File: config.mk
export PLATFORM = sky130hd
export DESIGN_NAME = timing_wheel_timer_pool_core
export DESIGN_NICKNAME = d
export VERILOG_FILES = /design/src/rtl/twtp_pkg.sv /design/src/rtl/twtp_ctrl.sv /design/src/rtl/twtp_datapath.sv /design/src/rtl/timing_wheel_timer_pool_core.sv
export SDC_FILE = /design/constraint.sdc
export NUM_CORES = 1
export LEC_CHECK = 0
export BUFFER_PORTS_ARGS = -buffer_cell sky130_fd_sc_hd__buf_2
export CAP_MARGIN = 30
export CORE_UTILIZATION = 50
export CTS_CLUSTER_DIAMETER = 50
export DETAILED_ROUTE_END_ITERATION = 8
export PLACE_DENSITY = 0.66
export SLEW_MARGIN = 20
export SYNTH_ARGS = -nofsm -noshare
export SYNTH_HDL_FRONTEND = slang
export SYNTH_SLANG_ARGS = --single-unit
File: constraint.sdc
create_clock -name clock -period 8.9 [get_ports clock]
set_input_delay 0.445 -clock clock [delete_from_list [all_inputs] [get_ports clock]]
set_output_delay 0.445 -clock clock [all_outputs]
set_load 0.01 [all_outputs]
File: src/rtl/twtp_pkg.sv
`timescale 1ns / 1ps

package twtp_pkg;

   // Wheel and pool sizes.
   localparam int Slots  = 60;
   localparam int Timers = 16;
   localparam int MaxOut = 16;

   // Field widths.
   localparam int CmdW     = 2;
   localparam int KindW    = 2;
   localparam int TimeoutW = 16;
   localparam int HandleW  = 4;
   localparam int ValueW   = 32;
   localparam int RoundsW  = 11;

   // Derived widths.
   localparam int IdxW  = (Timers > 1) ? $clog2(Timers) : 1;
   localparam int SlotW = $clog2(Slots);
   localparam int CntW  = $clog2(MaxOut + 1);

   localparam int ReqDataW = ((TimeoutW + HandleW + ValueW + 7) / 8) * 8;
   localparam int RspDataW = ((1 + HandleW + ValueW + 7) / 8) * 8;
   localparam int RspPadW  = RspDataW - 1 - HandleW - ValueW;

   // Reciprocal for dividing the timeout by the slot count. With a shift of
   // timeout width plus slot width the truncated product is the exact quotient.
   localparam int RecipShift = TimeoutW + SlotW;
   localparam int RecipW     = RecipShift + 1;
   localparam int ProdW      = TimeoutW + RecipW;
   localparam logic [RecipW-1:0] Recip = RecipW'((64'd1 << RecipShift) / Slots + 1);

   localparam logic [RoundsW-1:0] RoundsMax = '1;

   // Command codes.
   localparam logic [CmdW-1:0] CmdAdd  = 2'd0;
   localparam logic [CmdW-1:0] CmdDel  = 2'd1;
   localparam logic [CmdW-1:0] CmdTick = 2'd2;

   // Result kinds.
   localparam logic [KindW-1:0] KindAdd  = 2'd0;
   localparam logic [KindW-1:0] KindDel  = 2'd1;
   localparam logic [KindW-1:0] KindExp  = 2'd2;
   localparam logic [KindW-1:0] KindNone = 2'd3;

   typedef struct packed {
      logic cap_req;
      logic do_div;
      logic do_rem;
      logic alloc;
      logic add_full;
      logic del;
      logic tick_adv;
      logic dec_rounds;
      logic expire;
      logic tick_end;
      logic idx_inc;
   } ctl_cmd_type;

   typedef struct packed {
      logic free_hit;
      logic idx_last;
      logic due;
      logic rounds_zero;
      logic room;
      logic pend_full;
      logic rsp_free;
   } dp_status_type;

endpackage

File: src/rtl/twtp_ctrl.sv
`timescale 1ns / 1ps

module twtp_ctrl (
   input  logic                          clock,
   input  logic                          reset,
   input  logic                          req_tvalid,
   output logic                          req_tready,
   input  logic [twtp_pkg::CmdW-1:0]     req_tuser,
   input  twtp_pkg::dp_status_type       status,
   output twtp_pkg::ctl_cmd_type         cmd
);

   localparam logic [2:0] StIdle = 3'd0;
   localparam logic [2:0] StDiv  = 3'd1;
   localparam logic [2:0] StRem  = 3'd2;
   localparam logic [2:0] StFind = 3'd3;
   localparam logic [2:0] StDel  = 3'd4;
   localparam logic [2:0] StScan = 3'd5;
   localparam logic [2:0] StEnd  = 3'd6;

   logic [2:0] state_ff;
   logic [2:0] state_in;

   assign req_tready = (state_ff == StIdle);

   always_comb begin
      cmd      = '0;
      state_in = state_ff;
      unique case (state_ff)
         StIdle: begin
            if (req_tvalid) begin
               cmd.cap_req = 1'b1;
               unique case (req_tuser)
                  twtp_pkg::CmdAdd: state_in = StDiv;
                  twtp_pkg::CmdDel: state_in = StDel;
                  twtp_pkg::CmdTick: begin
                     cmd.tick_adv = 1'b1;
                     state_in     = StScan;
                  end
                  default: state_in = StIdle;
               endcase
            end
         end
         StDiv: begin
            cmd.do_div = 1'b1;
            state_in   = StRem;
         end
         StRem: begin
            cmd.do_rem = 1'b1;
            state_in   = StFind;
         end
         StFind: begin
            if (status.free_hit) begin
               if (status.rsp_free) begin
                  cmd.alloc = 1'b1;
                  state_in  = StIdle;
               end
            end else if (status.idx_last) begin
               if (status.rsp_free) begin
                  cmd.add_full = 1'b1;
                  state_in     = StIdle;
               end
            end else begin
               cmd.idx_inc = 1'b1;
            end
         end
         StDel: begin
            if (status.rsp_free) begin
               cmd.del  = 1'b1;
               state_in = StIdle;
            end
         end
         StScan: begin
            // An expiry while one is already held must first push the held
            // one out, so it waits for room in the output register.
            if (status.due && status.rounds_zero && status.room &&
                status.pend_full && !status.rsp_free) begin
               state_in = StScan;
            end else begin
               if (status.due && !status.rounds_zero) begin
                  cmd.dec_rounds = 1'b1;
               end else if (status.due && status.room) begin
                  cmd.expire = 1'b1;
               end
               if (status.idx_last) begin
                  state_in = StEnd;
               end else begin
                  cmd.idx_inc = 1'b1;
               end
            end
         end
         StEnd: begin
            if (status.rsp_free) begin
               cmd.tick_end = 1'b1;
               state_in     = StIdle;
            end
         end
         default: state_in = StIdle;
      endcase
   end

   always_ff @(posedge clock) begin
      if (reset) begin
         state_ff <= StIdle;
      end else begin
         state_ff <= state_in;
      end
   end

endmodule

File: src/rtl/twtp_datapath.sv
`timescale 1ns / 1ps

module twtp_datapath (
   input  logic                               clock,
   input  logic                               reset,
   input  logic [twtp_pkg::ReqDataW-1:0]      req_tdata,
   output logic                               rsp_tvalid,
   input  logic                               rsp_tready,
   output logic [twtp_pkg::RspDataW-1:0]      rsp_tdata,
   output logic [twtp_pkg::KindW-1:0]         rsp_tuser,
   output logic                               rsp_tlast,
   input  twtp_pkg::ctl_cmd_type              cmd,
   output twtp_pkg::dp_status_type            status
);

   localparam int TW = twtp_pkg::TimeoutW;
   localparam int SW = twtp_pkg::SlotW;
   localparam int IW = twtp_pkg::IdxW;
   localparam int HW = twtp_pkg::HandleW;
   localparam int VW = twtp_pkg::ValueW;
   localparam int RW = twtp_pkg::RoundsW;

   // Captured request.
   logic [TW-1:0] tm1_ff, tm1_in;
   logic [HW-1:0] handle_ff, handle_in;
   logic [VW-1:0] value_ff, value_in;

   // Round count and slot arithmetic.
   logic [TW-1:0] quot_ff, quot_in;
   logic [SW-1:0] rem_ff, rem_in;
   logic [twtp_pkg::ProdW-1:0] prod;
   logic [SW:0]   slot_sum;
   logic [SW-1:0] slot_new;
   logic [RW-1:0] rounds_new;

   // Scan index, wheel cursor and timer pool.
   logic [IW-1:0] idx_ff, idx_in;
   logic [SW-1:0] cursor_ff, cursor_in;
   logic [twtp_pkg::Timers-1:0] valid_ff, valid_in;
   logic [SW-1:0] slot_ff   [twtp_pkg::Timers];
   logic [RW-1:0] rounds_ff [twtp_pkg::Timers];
   logic [VW-1:0] store_ff  [twtp_pkg::Timers];

   // Held expiry, so that the final one of a tick can be marked last.
   logic                       pend_valid_ff, pend_valid_in;
   logic [IW-1:0]              pend_idx_ff, pend_idx_in;
   logic [VW-1:0]              pend_value_ff, pend_value_in;
   logic [twtp_pkg::CntW-1:0]  cnt_ff, cnt_in;

   // Output register.
   logic                          rsp_valid_ff, rsp_valid_in;
   logic [twtp_pkg::KindW-1:0]    rsp_kind_ff, rsp_kind_in;
   logic                          rsp_status_ff, rsp_status_in;
   logic [HW-1:0]                 rsp_handle_ff, rsp_handle_in;
   logic [VW-1:0]                 rsp_value_ff, rsp_value_in;
   logic                          rsp_last_ff, rsp_last_in;

   logic [IW-1:0] del_idx;
   logic          del_hit;
   logic          rsp_free;
   logic          push_pend;

   assign rsp_free  = !rsp_valid_ff || rsp_tready;
   assign push_pend = cmd.expire && pend_valid_ff;
   assign del_idx   = IW'(handle_ff);
   assign del_hit   = (32'(handle_ff) < twtp_pkg::Timers) && valid_ff[del_idx];

   assign prod = twtp_pkg::ProdW'(tm1_ff) * twtp_pkg::ProdW'(twtp_pkg::Recip);

   // The remainder is below the slot count and the cursor plus one is at most
   // the slot count, so one conditional subtract finishes the modulo.
   assign slot_sum = (SW+1)'(cursor_ff) + (SW+1)'(1) + (SW+1)'(rem_ff);
   assign slot_new = (slot_sum >= (SW+1)'(twtp_pkg::Slots)) ?
                     SW'(slot_sum - (SW+1)'(twtp_pkg::Slots)) : SW'(slot_sum);
   assign rounds_new = (quot_ff > TW'(twtp_pkg::RoundsMax)) ?
                       twtp_pkg::RoundsMax : RW'(quot_ff);

   always_comb begin
      status.free_hit    = !valid_ff[idx_ff];
      status.idx_last    = (idx_ff == IW'(twtp_pkg::Timers - 1));
      status.due         = valid_ff[idx_ff] && (slot_ff[idx_ff] == cursor_ff);
      status.rounds_zero = (rounds_ff[idx_ff] == '0);
      status.room        = (cnt_ff < twtp_pkg::CntW'(twtp_pkg::MaxOut));
      status.pend_full   = pend_valid_ff;
      status.rsp_free    = rsp_free;
   end

   always_comb begin
      tm1_in        = tm1_ff;
      handle_in     = handle_ff;
      value_in      = value_ff;
      quot_in       = quot_ff;
      rem_in        = rem_ff;
      idx_in        = idx_ff;
      cursor_in     = cursor_ff;
      valid_in      = valid_ff;
      pend_valid_in = pend_valid_ff;
      pend_idx_in   = pend_idx_ff;
      pend_value_in = pend_value_ff;
      cnt_in        = cnt_ff;
      rsp_valid_in  = rsp_valid_ff && !rsp_tready;
      rsp_kind_in   = rsp_kind_ff;
      rsp_status_in = rsp_status_ff;
      rsp_handle_in = rsp_handle_ff;
      rsp_value_in  = rsp_value_ff;
      rsp_last_in   = rsp_last_ff;

      if (cmd.cap_req) begin
         // A zero timeout counts as one tick.
         tm1_in    = (req_tdata[TW-1:0] == '0) ? '0 : req_tdata[TW-1:0] - TW'(1);
         handle_in = req_tdata[TW+HW-1:TW];
         value_in  = req_tdata[TW+HW+VW-1:TW+HW];
         idx_in    = '0;
      end
      if (cmd.do_div) begin
         quot_in = TW'(prod >> twtp_pkg::RecipShift);
      end
      if (cmd.do_rem) begin
         rem_in = SW'(tm1_ff - TW'(quot_ff * TW'(twtp_pkg::Slots)));
      end
      if (cmd.idx_inc) begin
         idx_in = idx_ff + IW'(1);
      end
      if (cmd.tick_adv) begin
         cursor_in     = (cursor_ff == SW'(twtp_pkg::Slots - 1)) ?
                         '0 : cursor_ff + SW'(1);
         pend_valid_in = 1'b0;
         cnt_in        = '0;
      end
      if (cmd.alloc) begin
         valid_in[idx_ff] = 1'b1;
         rsp_valid_in     = 1'b1;
         rsp_kind_in      = twtp_pkg::KindAdd;
         rsp_status_in    = 1'b0;
         rsp_handle_in    = HW'(idx_ff);
         rsp_value_in     = '0;
         rsp_last_in      = 1'b1;
      end
      if (cmd.add_full) begin
         rsp_valid_in  = 1'b1;
         rsp_kind_in   = twtp_pkg::KindAdd;
         rsp_status_in = 1'b1;
         rsp_handle_in = '0;
         rsp_value_in  = '0;
         rsp_last_in   = 1'b1;
      end
      if (cmd.del) begin
         if (del_hit) begin
            valid_in[del_idx] = 1'b0;
         end
         rsp_valid_in  = 1'b1;
         rsp_kind_in   = twtp_pkg::KindDel;
         rsp_status_in = !del_hit;
         rsp_handle_in = '0;
         rsp_value_in  = '0;
         rsp_last_in   = 1'b1;
      end
      if (cmd.expire) begin
         valid_in[idx_ff] = 1'b0;
         pend_valid_in    = 1'b1;
         pend_idx_in      = idx_ff;
         pend_value_in    = store_ff[idx_ff];
         cnt_in           = cnt_ff + twtp_pkg::CntW'(1);
      end
      if (push_pend) begin
         rsp_valid_in  = 1'b1;
         rsp_kind_in   = twtp_pkg::KindExp;
         rsp_status_in = 1'b0;
         rsp_handle_in = HW'(pend_idx_ff);
         rsp_value_in  = pend_value_ff;
         rsp_last_in   = 1'b0;
      end
      if (cmd.tick_end) begin
         pend_valid_in = 1'b0;
         rsp_valid_in  = 1'b1;
         rsp_status_in = 1'b0;
         rsp_last_in   = 1'b1;
         if (pend_valid_ff) begin
            rsp_kind_in   = twtp_pkg::KindExp;
            rsp_handle_in = HW'(pend_idx_ff);
            rsp_value_in  = pend_value_ff;
         end else begin
            rsp_kind_in   = twtp_pkg::KindNone;
            rsp_handle_in = '0;
            rsp_value_in  = '0;
         end
      end
   end

   always_ff @(posedge clock) begin
      if (reset) begin
         idx_ff        <= '0;
         cursor_ff     <= '0;
         valid_ff      <= '0;
         pend_valid_ff <= 1'b0;
         cnt_ff        <= '0;
         rsp_valid_ff  <= 1'b0;
      end else begin
         idx_ff        <= idx_in;
         cursor_ff     <= cursor_in;
         valid_ff      <= valid_in;
         pend_valid_ff <= pend_valid_in;
         cnt_ff        <= cnt_in;
         rsp_valid_ff  <= rsp_valid_in;
      end
   end

   always_ff @(posedge clock) begin
      tm1_ff        <= tm1_in;
      handle_ff     <= handle_in;
      value_ff      <= value_in;
      quot_ff       <= quot_in;
      rem_ff        <= rem_in;
      pend_idx_ff   <= pend_idx_in;
      pend_value_ff <= pend_value_in;
      rsp_kind_ff   <= rsp_kind_in;
      rsp_status_ff <= rsp_status_in;
      rsp_handle_ff <= rsp_handle_in;
      rsp_value_ff  <= rsp_value_in;
      rsp_last_ff   <= rsp_last_in;
   end

   // Timer entries.
   always_ff @(posedge clock) begin
      if (cmd.alloc) begin
         slot_ff[idx_ff]   <= slot_new;
         rounds_ff[idx_ff] <= rounds_new;
         store_ff[idx_ff]  <= value_ff;
      end else if (cmd.dec_rounds) begin
         rounds_ff[idx_ff] <= rounds_ff[idx_ff] - RW'(1);
      end
   end

   assign rsp_tvalid = rsp_valid_ff;
   assign rsp_tuser  = rsp_kind_ff;
   assign rsp_tlast  = rsp_last_ff;
   assign rsp_tdata  = {{twtp_pkg::RspPadW{1'b0}}, rsp_value_ff, rsp_handle_ff, rsp_status_ff};

endmodule

File: src/rtl/timing_wheel_timer_pool_core.sv
`timescale 1ns / 1ps
// One item is worked on at a time; a new item is taken once the previous one's last result is
// in the output register. Add: capture, divide and remainder for round and slot arithmetic,
// then a free-entry search. Delete: capture, then lookup and reply. Tick: capture with cursor
// advance, a scan of all entries, then the final result; a waiting output register stalls them.
// Reset clears the cursor, all entry valid bits and the output register; no clearing pass.

module timing_wheel_timer_pool_core (
   input  logic                               clock,
   input  logic                               reset,
   input  logic                               req_tvalid,
   output logic                               req_tready,
   // timeout [15:0], handle [19:16], user_value [51:20], zero pad [55:52]
   input  logic [twtp_pkg::ReqDataW-1:0]      req_tdata,
   // cmd [1:0]
   input  logic [twtp_pkg::CmdW-1:0]          req_tuser,
   output logic                               rsp_tvalid,
   input  logic                               rsp_tready,
   // status [0], result_handle [4:1], expired_value [36:5], zero pad [39:37]
   output logic [twtp_pkg::RspDataW-1:0]      rsp_tdata,
   // kind [1:0]
   output logic [twtp_pkg::KindW-1:0]         rsp_tuser,
   output logic                               rsp_tlast
);

   twtp_pkg::ctl_cmd_type   ctl_cmd;
   twtp_pkg::dp_status_type dp_status;

   twtp_ctrl u_ctrl (
      .clock      (clock),
      .reset      (reset),
      .req_tvalid (req_tvalid),
      .req_tready (req_tready),
      .req_tuser  (req_tuser),
      .status     (dp_status),
      .cmd        (ctl_cmd)
   );

   twtp_datapath u_datapath (
      .clock      (clock),
      .reset      (reset),
      .req_tdata  (req_tdata),
      .rsp_tvalid (rsp_tvalid),
      .rsp_tready (rsp_tready),
      .rsp_tdata  (rsp_tdata),
      .rsp_tuser  (rsp_tuser),
      .rsp_tlast  (rsp_tlast),
      .cmd        (ctl_cmd),
      .status     (dp_status)
   );

`ifndef SYNTH
   // Add, delete and empty-tick replies are single beats.
   a_single_beat_last: assert property (@(posedge clock) disable iff (reset)
      rsp_tvalid && (rsp_tuser == twtp_pkg::KindAdd || rsp_tuser == twtp_pkg::KindDel ||
                     rsp_tuser == twtp_pkg::KindNone) |-> rsp_tlast)
      else $error("single-beat reply without last");

   // A failed add carries no handle.
   a_full_no_handle: assert property (@(posedge clock) disable iff (reset)
      rsp_tvalid && rsp_tuser == twtp_pkg::KindAdd && rsp_tdata[0]
      |-> rsp_tdata[twtp_pkg::HandleW:1] == '0)
      else $error("full add reply carries a handle");

   // No new request is taken while a tick scan retires timers.
   a_no_accept_in_scan: assert property (@(posedge clock) disable iff (reset)
      !(req_tready && (ctl_cmd.expire || ctl_cmd.dec_rounds)))
      else $error("request accepted during tick scan");

   // A held expiry is only pushed out when the output register has room.
   a_push_has_room: assert property (@(posedge clock) disable iff (reset)
      ctl_cmd.expire && dp_status.pend_full |-> dp_status.rsp_free)
      else $error("held expiry pushed into a full output register");
`endif

endmodule

==> results of run 1 <==
-- stage by stage --
step	util (%)	hold WS [ps]	std cells	power, mW	setup WS, ps
after floorplan	-	406.4	2074	7.491	2630
after global placement	52.96	463.9	3176	8.108	2793
after detailed placement	53.00	486.3	3181	8.207	2651
after CTS	57.84	22.92	3406	12.51	2648
after global routing	57.92	21.70	3410	12.99	2344
final	57.92	36.97	3410	12.42	2737
-- how the worst min path moves through the flow --
stage | end | slack [ps]
6_report | u_datapath.value_ff[21] | 40
5_1_grt | u_datapath.value_ff[21] | 20
4_1_cts | u_datapath.value_ff[21] | 20
3_5_place_dp | u_datapath.cnt_ff[4] | 490
3_3_place_gp | u_datapath.cnt_ff[4] | 460
2_1_floorplan | u_datapath.pend_idx_ff[2] | 410
-- power by group through the flow --
stage	sequential, mW	combinational (mW)	clock (mW)
final	5.86	2.26	4.29
after global routing	5.90	2.56	4.53
after CTS	5.87	2.29	4.36
after detailed placement	5.96	2.25	0
after global placement	5.94	2.17	0
after floorplan	5.86	1.64	0
-- per-layer routing --
metal	routed length, um	share of wire, %
met1	36300	42
met2	42460	50
met3	5193	6.1
met4	1537	1.8
met5	0	0
-- logic make-up (layout without fill, tap and decap cells) --
logic type	count (synthesis)	in the layout	share of synthesized area [%]
buf+inv	159	445	1.686
flops	969	969	71.68
mux	263	263	14.05
xor+xnor	50	50	1.095
fa+ha+maj	141	141	4.804
other cells	1	3	0.009373
simple gates	336	336	4.185
compound gates	153	153	2.493
-- worst max-delay path, delay by kind of cell (launching register included) --
kind | cells | cell delay [ps]
buffers and inverters | 2 | 1360
adders and majority gates | 1 | 280
DFF | 1 | 830
AOI/OAI and AO/OA | 2 | 1130
and+or+nand+nor | 4 | 1750
muxes | 1 | 560
-- synth_stat cells, types with 5 or more instances --
library cell,count,area (sq um)
inv_1,65,244.0
o21ai_0,36,180.2
and2_1,42,262.8
o22ai_1,6,37.54
nand3b_1,8,60.06
and3_1,6,37.54
a21o_1,8,60.06
or3_1,5,31.28
buf_1,20,75.07
nand2_1,64,240.2
nor3_1,26,130.1
nand2b_1,9,56.30
buf_2,11,55.05
nand4_1,7,43.79
ha_1,120,1501
xnor2_1,37,324.1
nor3b_1,6,45.04
mux2i_1,17,170.2
edfxtp_1,927,27840
nor2b_1,9,56.30
a31oi_1,14,87.58
or2_2,6,37.54
mux2_2,8,90.09
clkbuf_1,50,187.7
fa_1,21,420.4
buf_4,9,67.56
mux4_2,238,5360
nand3_1,18,90.09
xor2_1,13,113.9
dfxtp_1,42,840.8
a211oi_1,6,45.04
a21oi_1,36,180.2
nor2_1,112,420.4
a22oi_1,12,90.09
-- layout make-up --
| cell class | count | area (sq um) |
|---|---|---|
| fillers | 5848 | 33300 |
| flip-flops and latches | 969 | 28690 |
| clock buffers | 124 | 2740 |
| well taps | 1050 | 1314 |
| multi-input cells | 946 | 10800 |
| clock inverters | 66 | 738.2 |
| inverters | 65 | 244.0 |
| repair buffers | 190 | 1304 |
-- sequential cells by signal (all words and copies together) (netlist names), 5 cells and up, named ones only --
signal	count
u_datapath.cnt_ff	5
u_datapath.cursor_ff	6
u_datapath.pend_value_ff	32
u_datapath.quot_ff	11
u_datapath.rem_ff	6
u_datapath.rounds_ff	176
u_datapath.rsp_value_ff	32
u_datapath.slot_ff	96
u_datapath.store_ff	512
u_datapath.tm1_ff	16
u_datapath.valid_ff	16
u_datapath.value_ff	32
==> impl_metrics.csv, run 1 <==
group,metric,value,unit
logic_synthesis,ys.warnings.count,0,
route,antenna_left,0,
logic_synthesis,synth_seq_cells,969,
placed_design,dp_hpwl,45.25,mm
clock_network,cts_setup_buffers,0,
floorplanning,dieArea,81150,sq um
min_path,hp-start,"req_tdata[41]",
power,power_frac_comb,18.2,%
critical_path,max_stage_delay,830,ps
placed_design,dpl_cell_area,41940,sq um
clock_network,h-tree-depth,3,
route,vias,19943,
floorplanning,die_width,284.9,um
grt,antenna_found_initial,2,
critical_path,crit_slowest_cell,"dfxtp_4",
power,p_int,9.098,mW
clock_network,cts.sinks,969,
critical_path,r2r-end,"u_datapath.rsp_value_ff[21]",
clock_network,cts.clk_slew.worst_paths,60,ps
grt,grt_util_met2,35.42,%
clock_network,cts_resized,0,
critical_path,cp_max_fo,51,
timing,timing.final.crit_share,69.25,%
critical_path,crit_arrival,6670,ps
critical_path,critPathRequiredTime,9410,ps
floorplanning,core_area,79130,sq um
timing,drv_slew,0,
logic_synthesis,ys_seq_area_share,71.68,%
timing,fin_skew,54.70,ps
timing,finalSetupViolations,0,
route,drcViolationCount,0,
route,dr.pass1.iters,5,
floorplanning,row_count,103,
logic_synthesis,synth_area,40010,sq um
power,pwr-share-seq,47.2,%
logic_synthesis,netlist_instances,2072,
status,outcome,"finished, final reports clean",
power,swShare,26.72,%
grt,grt_max_degree,114,
grt,overflow,0,
timing,worst_pin_slew,1031,ps
floorplanning,ios,107,
critical_path,crit_chain,"buf_4, mux4_2, a221oi_1, ha_1, or3b_2, or4_1, nor4_4, buf_4, o21a_4, and2_1",
cells_and_area,layout_commonest_cell,"edfxtp_1",
clock_network,clockRootBuffer,"clkbuf_16",
grt,grtUsageTotal,21.48,%
floorplanning,start_util,50.56,%
critical_path,worstSetupPathType,"flip-flop to flip-flop",
placed_design,portBuffers,99,
critical_path,r2r_slack,2740,ps
timing,hold_viol_final,0,
clock_network,cts_tree,"yes",
cells_and_area,area_growth_syn_to_layout,14.56,%
critical_path,cp-end-kind,"flip-flop",
route,wl,85.48,mm
critical_path,cp-endpoint,"u_datapath.rsp_value_ff[21]",
cells_and_area,antenna_cells,0,
critical_path,crit_top_cell,"buf_4",
grt,grt_use_met3,3.296,%
clock_network,cts_made_buffers,103,
logic_synthesis,synthArstFlopShare,0,%
logic_synthesis,syn_area_per_cell,19.31,sq um
power,power.ir.vdd_worst,0.1802,mV
grt,top_usage_layer,"met2",
clock_network,clockBufferDepth,3,
cells_and_area,drive_gt1_share,25.25,%
min_path,hold_path.class,"input port to flip-flop",
power,power_leakage,15.14,nW
placed_design,gp_congestion,0.8212,
grt,grt_pass1_vias,20802,
timing,finalCriticalPeriod,6163,ps
floorplanning,die_y,284.9,um
clock_network,clk_latency,670,ps
power,powerDensity,270.9,nW/um^2
power,clock_power_share,34.6,%
power,p_sw,3.318,mW
critical_path,reg2reg_depth,10,
clock_network,cts_hold_buf,35,
timing,fmax,0.1623,GHz
timing,setup_tns,0,ps
grt,grtUsageMet1,30.09,%
critical_path,start_kind,"flip-flop",
route,drtIter0Drc,1826,
timing,max_slew_margin,31.28,%
route,viasPerCell,5.848,
cells_and_area,layout.nets,2478,
min_path,hold_path_depth,1,
logic_synthesis,synth_cell_types,63,
grt,grt_pass1_wl,129.1,mm
logic_synthesis,synthFlopType,"edfxtp_1",
timing,rsz0062_at_grt,"false",
route,wire_per_inst,25.07,um
cells_and_area,final_cell_area,45830,sq um
logic_synthesis,synth_edf_count,927,
job,cap_violations,0,
cells_and_area,layout_common_cells,"edfxtp_1, mux4_2, ha_1",
No activity file was read; power rests on OpenSTA's default activity.
==> inputs of run 2 (changes only) <==
Clock period 8.9 ns to 6 ns, I/O delays scaled along.
==> run 2 against run 1 <==
Cell count is 0.62% higher. Total power rose by 50%. First-iteration DRC count rose by 6.3%. Clock skew is 19 ps lower. Combinational power up 47%. Cell area up 0.75%. Critical path type unchanged. Hold slack better by 13 ps. Critical path depth unchanged. Worst setup slack worse by 1700 ps.
==> impl_metrics.csv, run 2 (synthesis results as in run 1) <==
group,metric,value,unit
clock_network,cts_tree,"yes",
timing,setup_tns,0,ps
cells_and_area,antenna_cells,0,
critical_path,worstSetupPathType,"flip-flop to flip-flop",
cells_and_area,area_growth_syn_to_layout,15.41,%
min_path,hold_path.class,"input port to flip-flop",
floorplanning,start_util,50.56,%
floorplanning,dieArea,81150,sq um
placed_design,gp_congestion,0.8318,
clock_network,h-tree-depth,3,
timing,fmax,0.2006,GHz
cells_and_area,regMostFlops,"u_datapath.store_ff",
cells_and_area,ff_latch_area,28690,sq um
timing,fin_skew,35.59,ps
route,vias,20039,
floorplanning,core_area,79130,sq um
cells_and_area,layout.nets,2495,
status,outcome,"finished, final reports clean",
timing,finalCriticalPeriod,4986,ps
clock_network,cts_resized,0,
power,power_leakage,15.28,nW
critical_path,crit_top_cell,"buf_4",
cells_and_area,num-fill-cells,5802,
grt,antenna_found_initial,0,
critical_path,r2r-end,"u_datapath.rsp_value_ff[15]",
clock_network,clockBufferDepth,3,
critical_path,crit_chain,"buf_4, mux4_2, a221oi_1, ha_1, or3b_2, or4_1, nor4_4, nand2_1, nand4_1, buf_4",
critical_path,cp-end-kind,"flip-flop",
critical_path,r2r_slack,1010,ps
route,drcViolationCount,0,
timing,worst_pin_slew,934.8,ps
power,powerDensity,402.6,nW/um^2
timing,hold_viol_final,0,
route,wl,86.11,mm
floorplanning,ios,107,
critical_path,start_kind,"flip-flop",
clock_network,clockRootBuffer,"clkbuf_16",
timing,finalSetupViolations,0,
cells_and_area,drive_gt1_share,25.87,%
grt,grt_pass1_wl,129.7,mm
clock_network,clk_latency,670,ps
critical_path,crit_slowest_cell,"or4_1",
clock_network,cts.sinks,969,
grt,grtUsageTotal,21.64,%
floorplanning,die_y,284.9,um
route,wire_per_inst,25.10,um
cells_and_area,multi_input_area,10810,sq um
grt,grt_max_degree,98,
critical_path,cp-endpoint,"u_datapath.rsp_value_ff[15]",
placed_design,portBuffers,99,
cells_and_area,layout_commonest_cell,"edfxtp_1",
timing,max_slew_margin,37.45,%
cells_and_area,layout_common_cells,"edfxtp_1, mux4_2, ha_1",
clock_network,cts_setup_buffers,0,
route,viasPerCell,5.841,
timing,timing.final.crit_share,83.09,%
placed_design,dp_hpwl,47.84,mm
placed_design,dpl_cell_area,42120,sq um
critical_path,critPathRequiredTime,6290,ps
timing,rsz0062_at_grt,"false",
critical_path,cp_max_fo,29,
power,power.ir.vdd_worst,0.2956,mV
route,drtIter0Drc,1941,
floorplanning,die_width,284.9,um
critical_path,max_stage_delay,710,ps
job,cap_violations,0,
grt,overflow,0,
clock_network,cts.clk_slew.worst_paths,60,ps
cells_and_area,final_cell_area,46170,sq um
cells_and_area,largest_reg_flops,512,
cells_and_area,reg_top3,"u_datapath.store_ff x512, u_datapath.rounds_ff x176, u_datapath.slot_ff x96",
route,antenna_left,0,
floorplanning,row_count,103,
grt,grt_pass1_vias,21004,
critical_path,crit_arrival,5280,ps
clock_network,cts_made_buffers,107,
route,dr.pass1.iters,7,
timing,drv_slew,0,
critical_path,reg2reg_depth,10,
run 2: cell types whose count changed in the layout (fill, tap and decap cells not counted), sizes merged:
cell	previous run	this run
clkinvlp	5	8
inv	72	78
dlygate4sd3	35	43
clkinv	43	40
buf	155	160
clkbuf	124	125
bufinv	11	12
run 2: area by class of cell:
type | instances | share of cell area, %
sequential | 969 | 62.14
inverter | 65 | 0.5284
clock buffer | 125 | 5.991
multi-input combinational | 946 | 23.42
clock inverter | 73 | 1.753
timing repair buffer | 203 | 3.325
tap | 1050 | 2.845
run 2: power breakdown:
part | switching (mW) | internal [mW]
Combinational | 1.93 | 1.40
Clock | 2.68 | 3.86
Sequential | 0.390 | 8.33
Total | 5.00 | 13.6
run 2: stage by stage:
stage          power [mW]  utilization (%)  hold slack (ps)  std cells  setup WS (ps)
2_1_floorplan       11.11                -            398.9       2074          47.34
3_3_place_gp        12.03            53.19            448.7       3185          992.6
3_5_place_dp        12.17            53.24            468.8       3189          967.2
4_1_cts             18.75            58.30            6.020       3430          933.8
5_1_grt             19.51            58.35            37.49       3431          717.2
6_report            18.59            58.35            50.45       3431           1014
run 2: worst min-delay path by stage:
| stage | cells after the start | endpoint | start | slack, ps |
|---|---|---|---|---|
| after floorplan | 0 | u_datapath.del_idx[0] | req_tdata[16] | 400 |
| after global placement | 2 | u_datapath.cnt_ff[4] | u_datapath.cnt_ff[4] | 450 |
| after detailed placement | 2 | u_datapath.cnt_ff[4] | u_datapath.cnt_ff[4] | 470 |
| after CTS | 3 | u_datapath.tm1_ff[4] | req_tdata[4] | 6 |
| after global routing | 3 | u_datapath.tm1_ff[7] | req_tdata[7] | 40 |
| final | 3 | u_datapath.tm1_ff[4] | req_tdata[4] | 50 |
run 2: what timing repair did:
item,CTS,global route
endpoints found under the setup margin,0,0
endpoints found under the hold margin,43,0
hold buffers,43,0
run 2: worst max-delay path, delay by kind of cell, from the launching register on:
family	cells	cell delay [ps]
AOI/OAI and AO/OA	1	380
buffers and inverters	2	860
adders and majority gates	1	240
DFF	1	570
muxes	1	560
and+or+nand+nor	5	1930
run 2: per-layer routing:
metal,track usage (%),part of all wire (%),up-vias
li1,-,-,8787
met1,31.08,43,10398
met2,34.67,48,718
met3,3.352,6.4,136
met4,6.129,2.2,0
met5,0,0,-
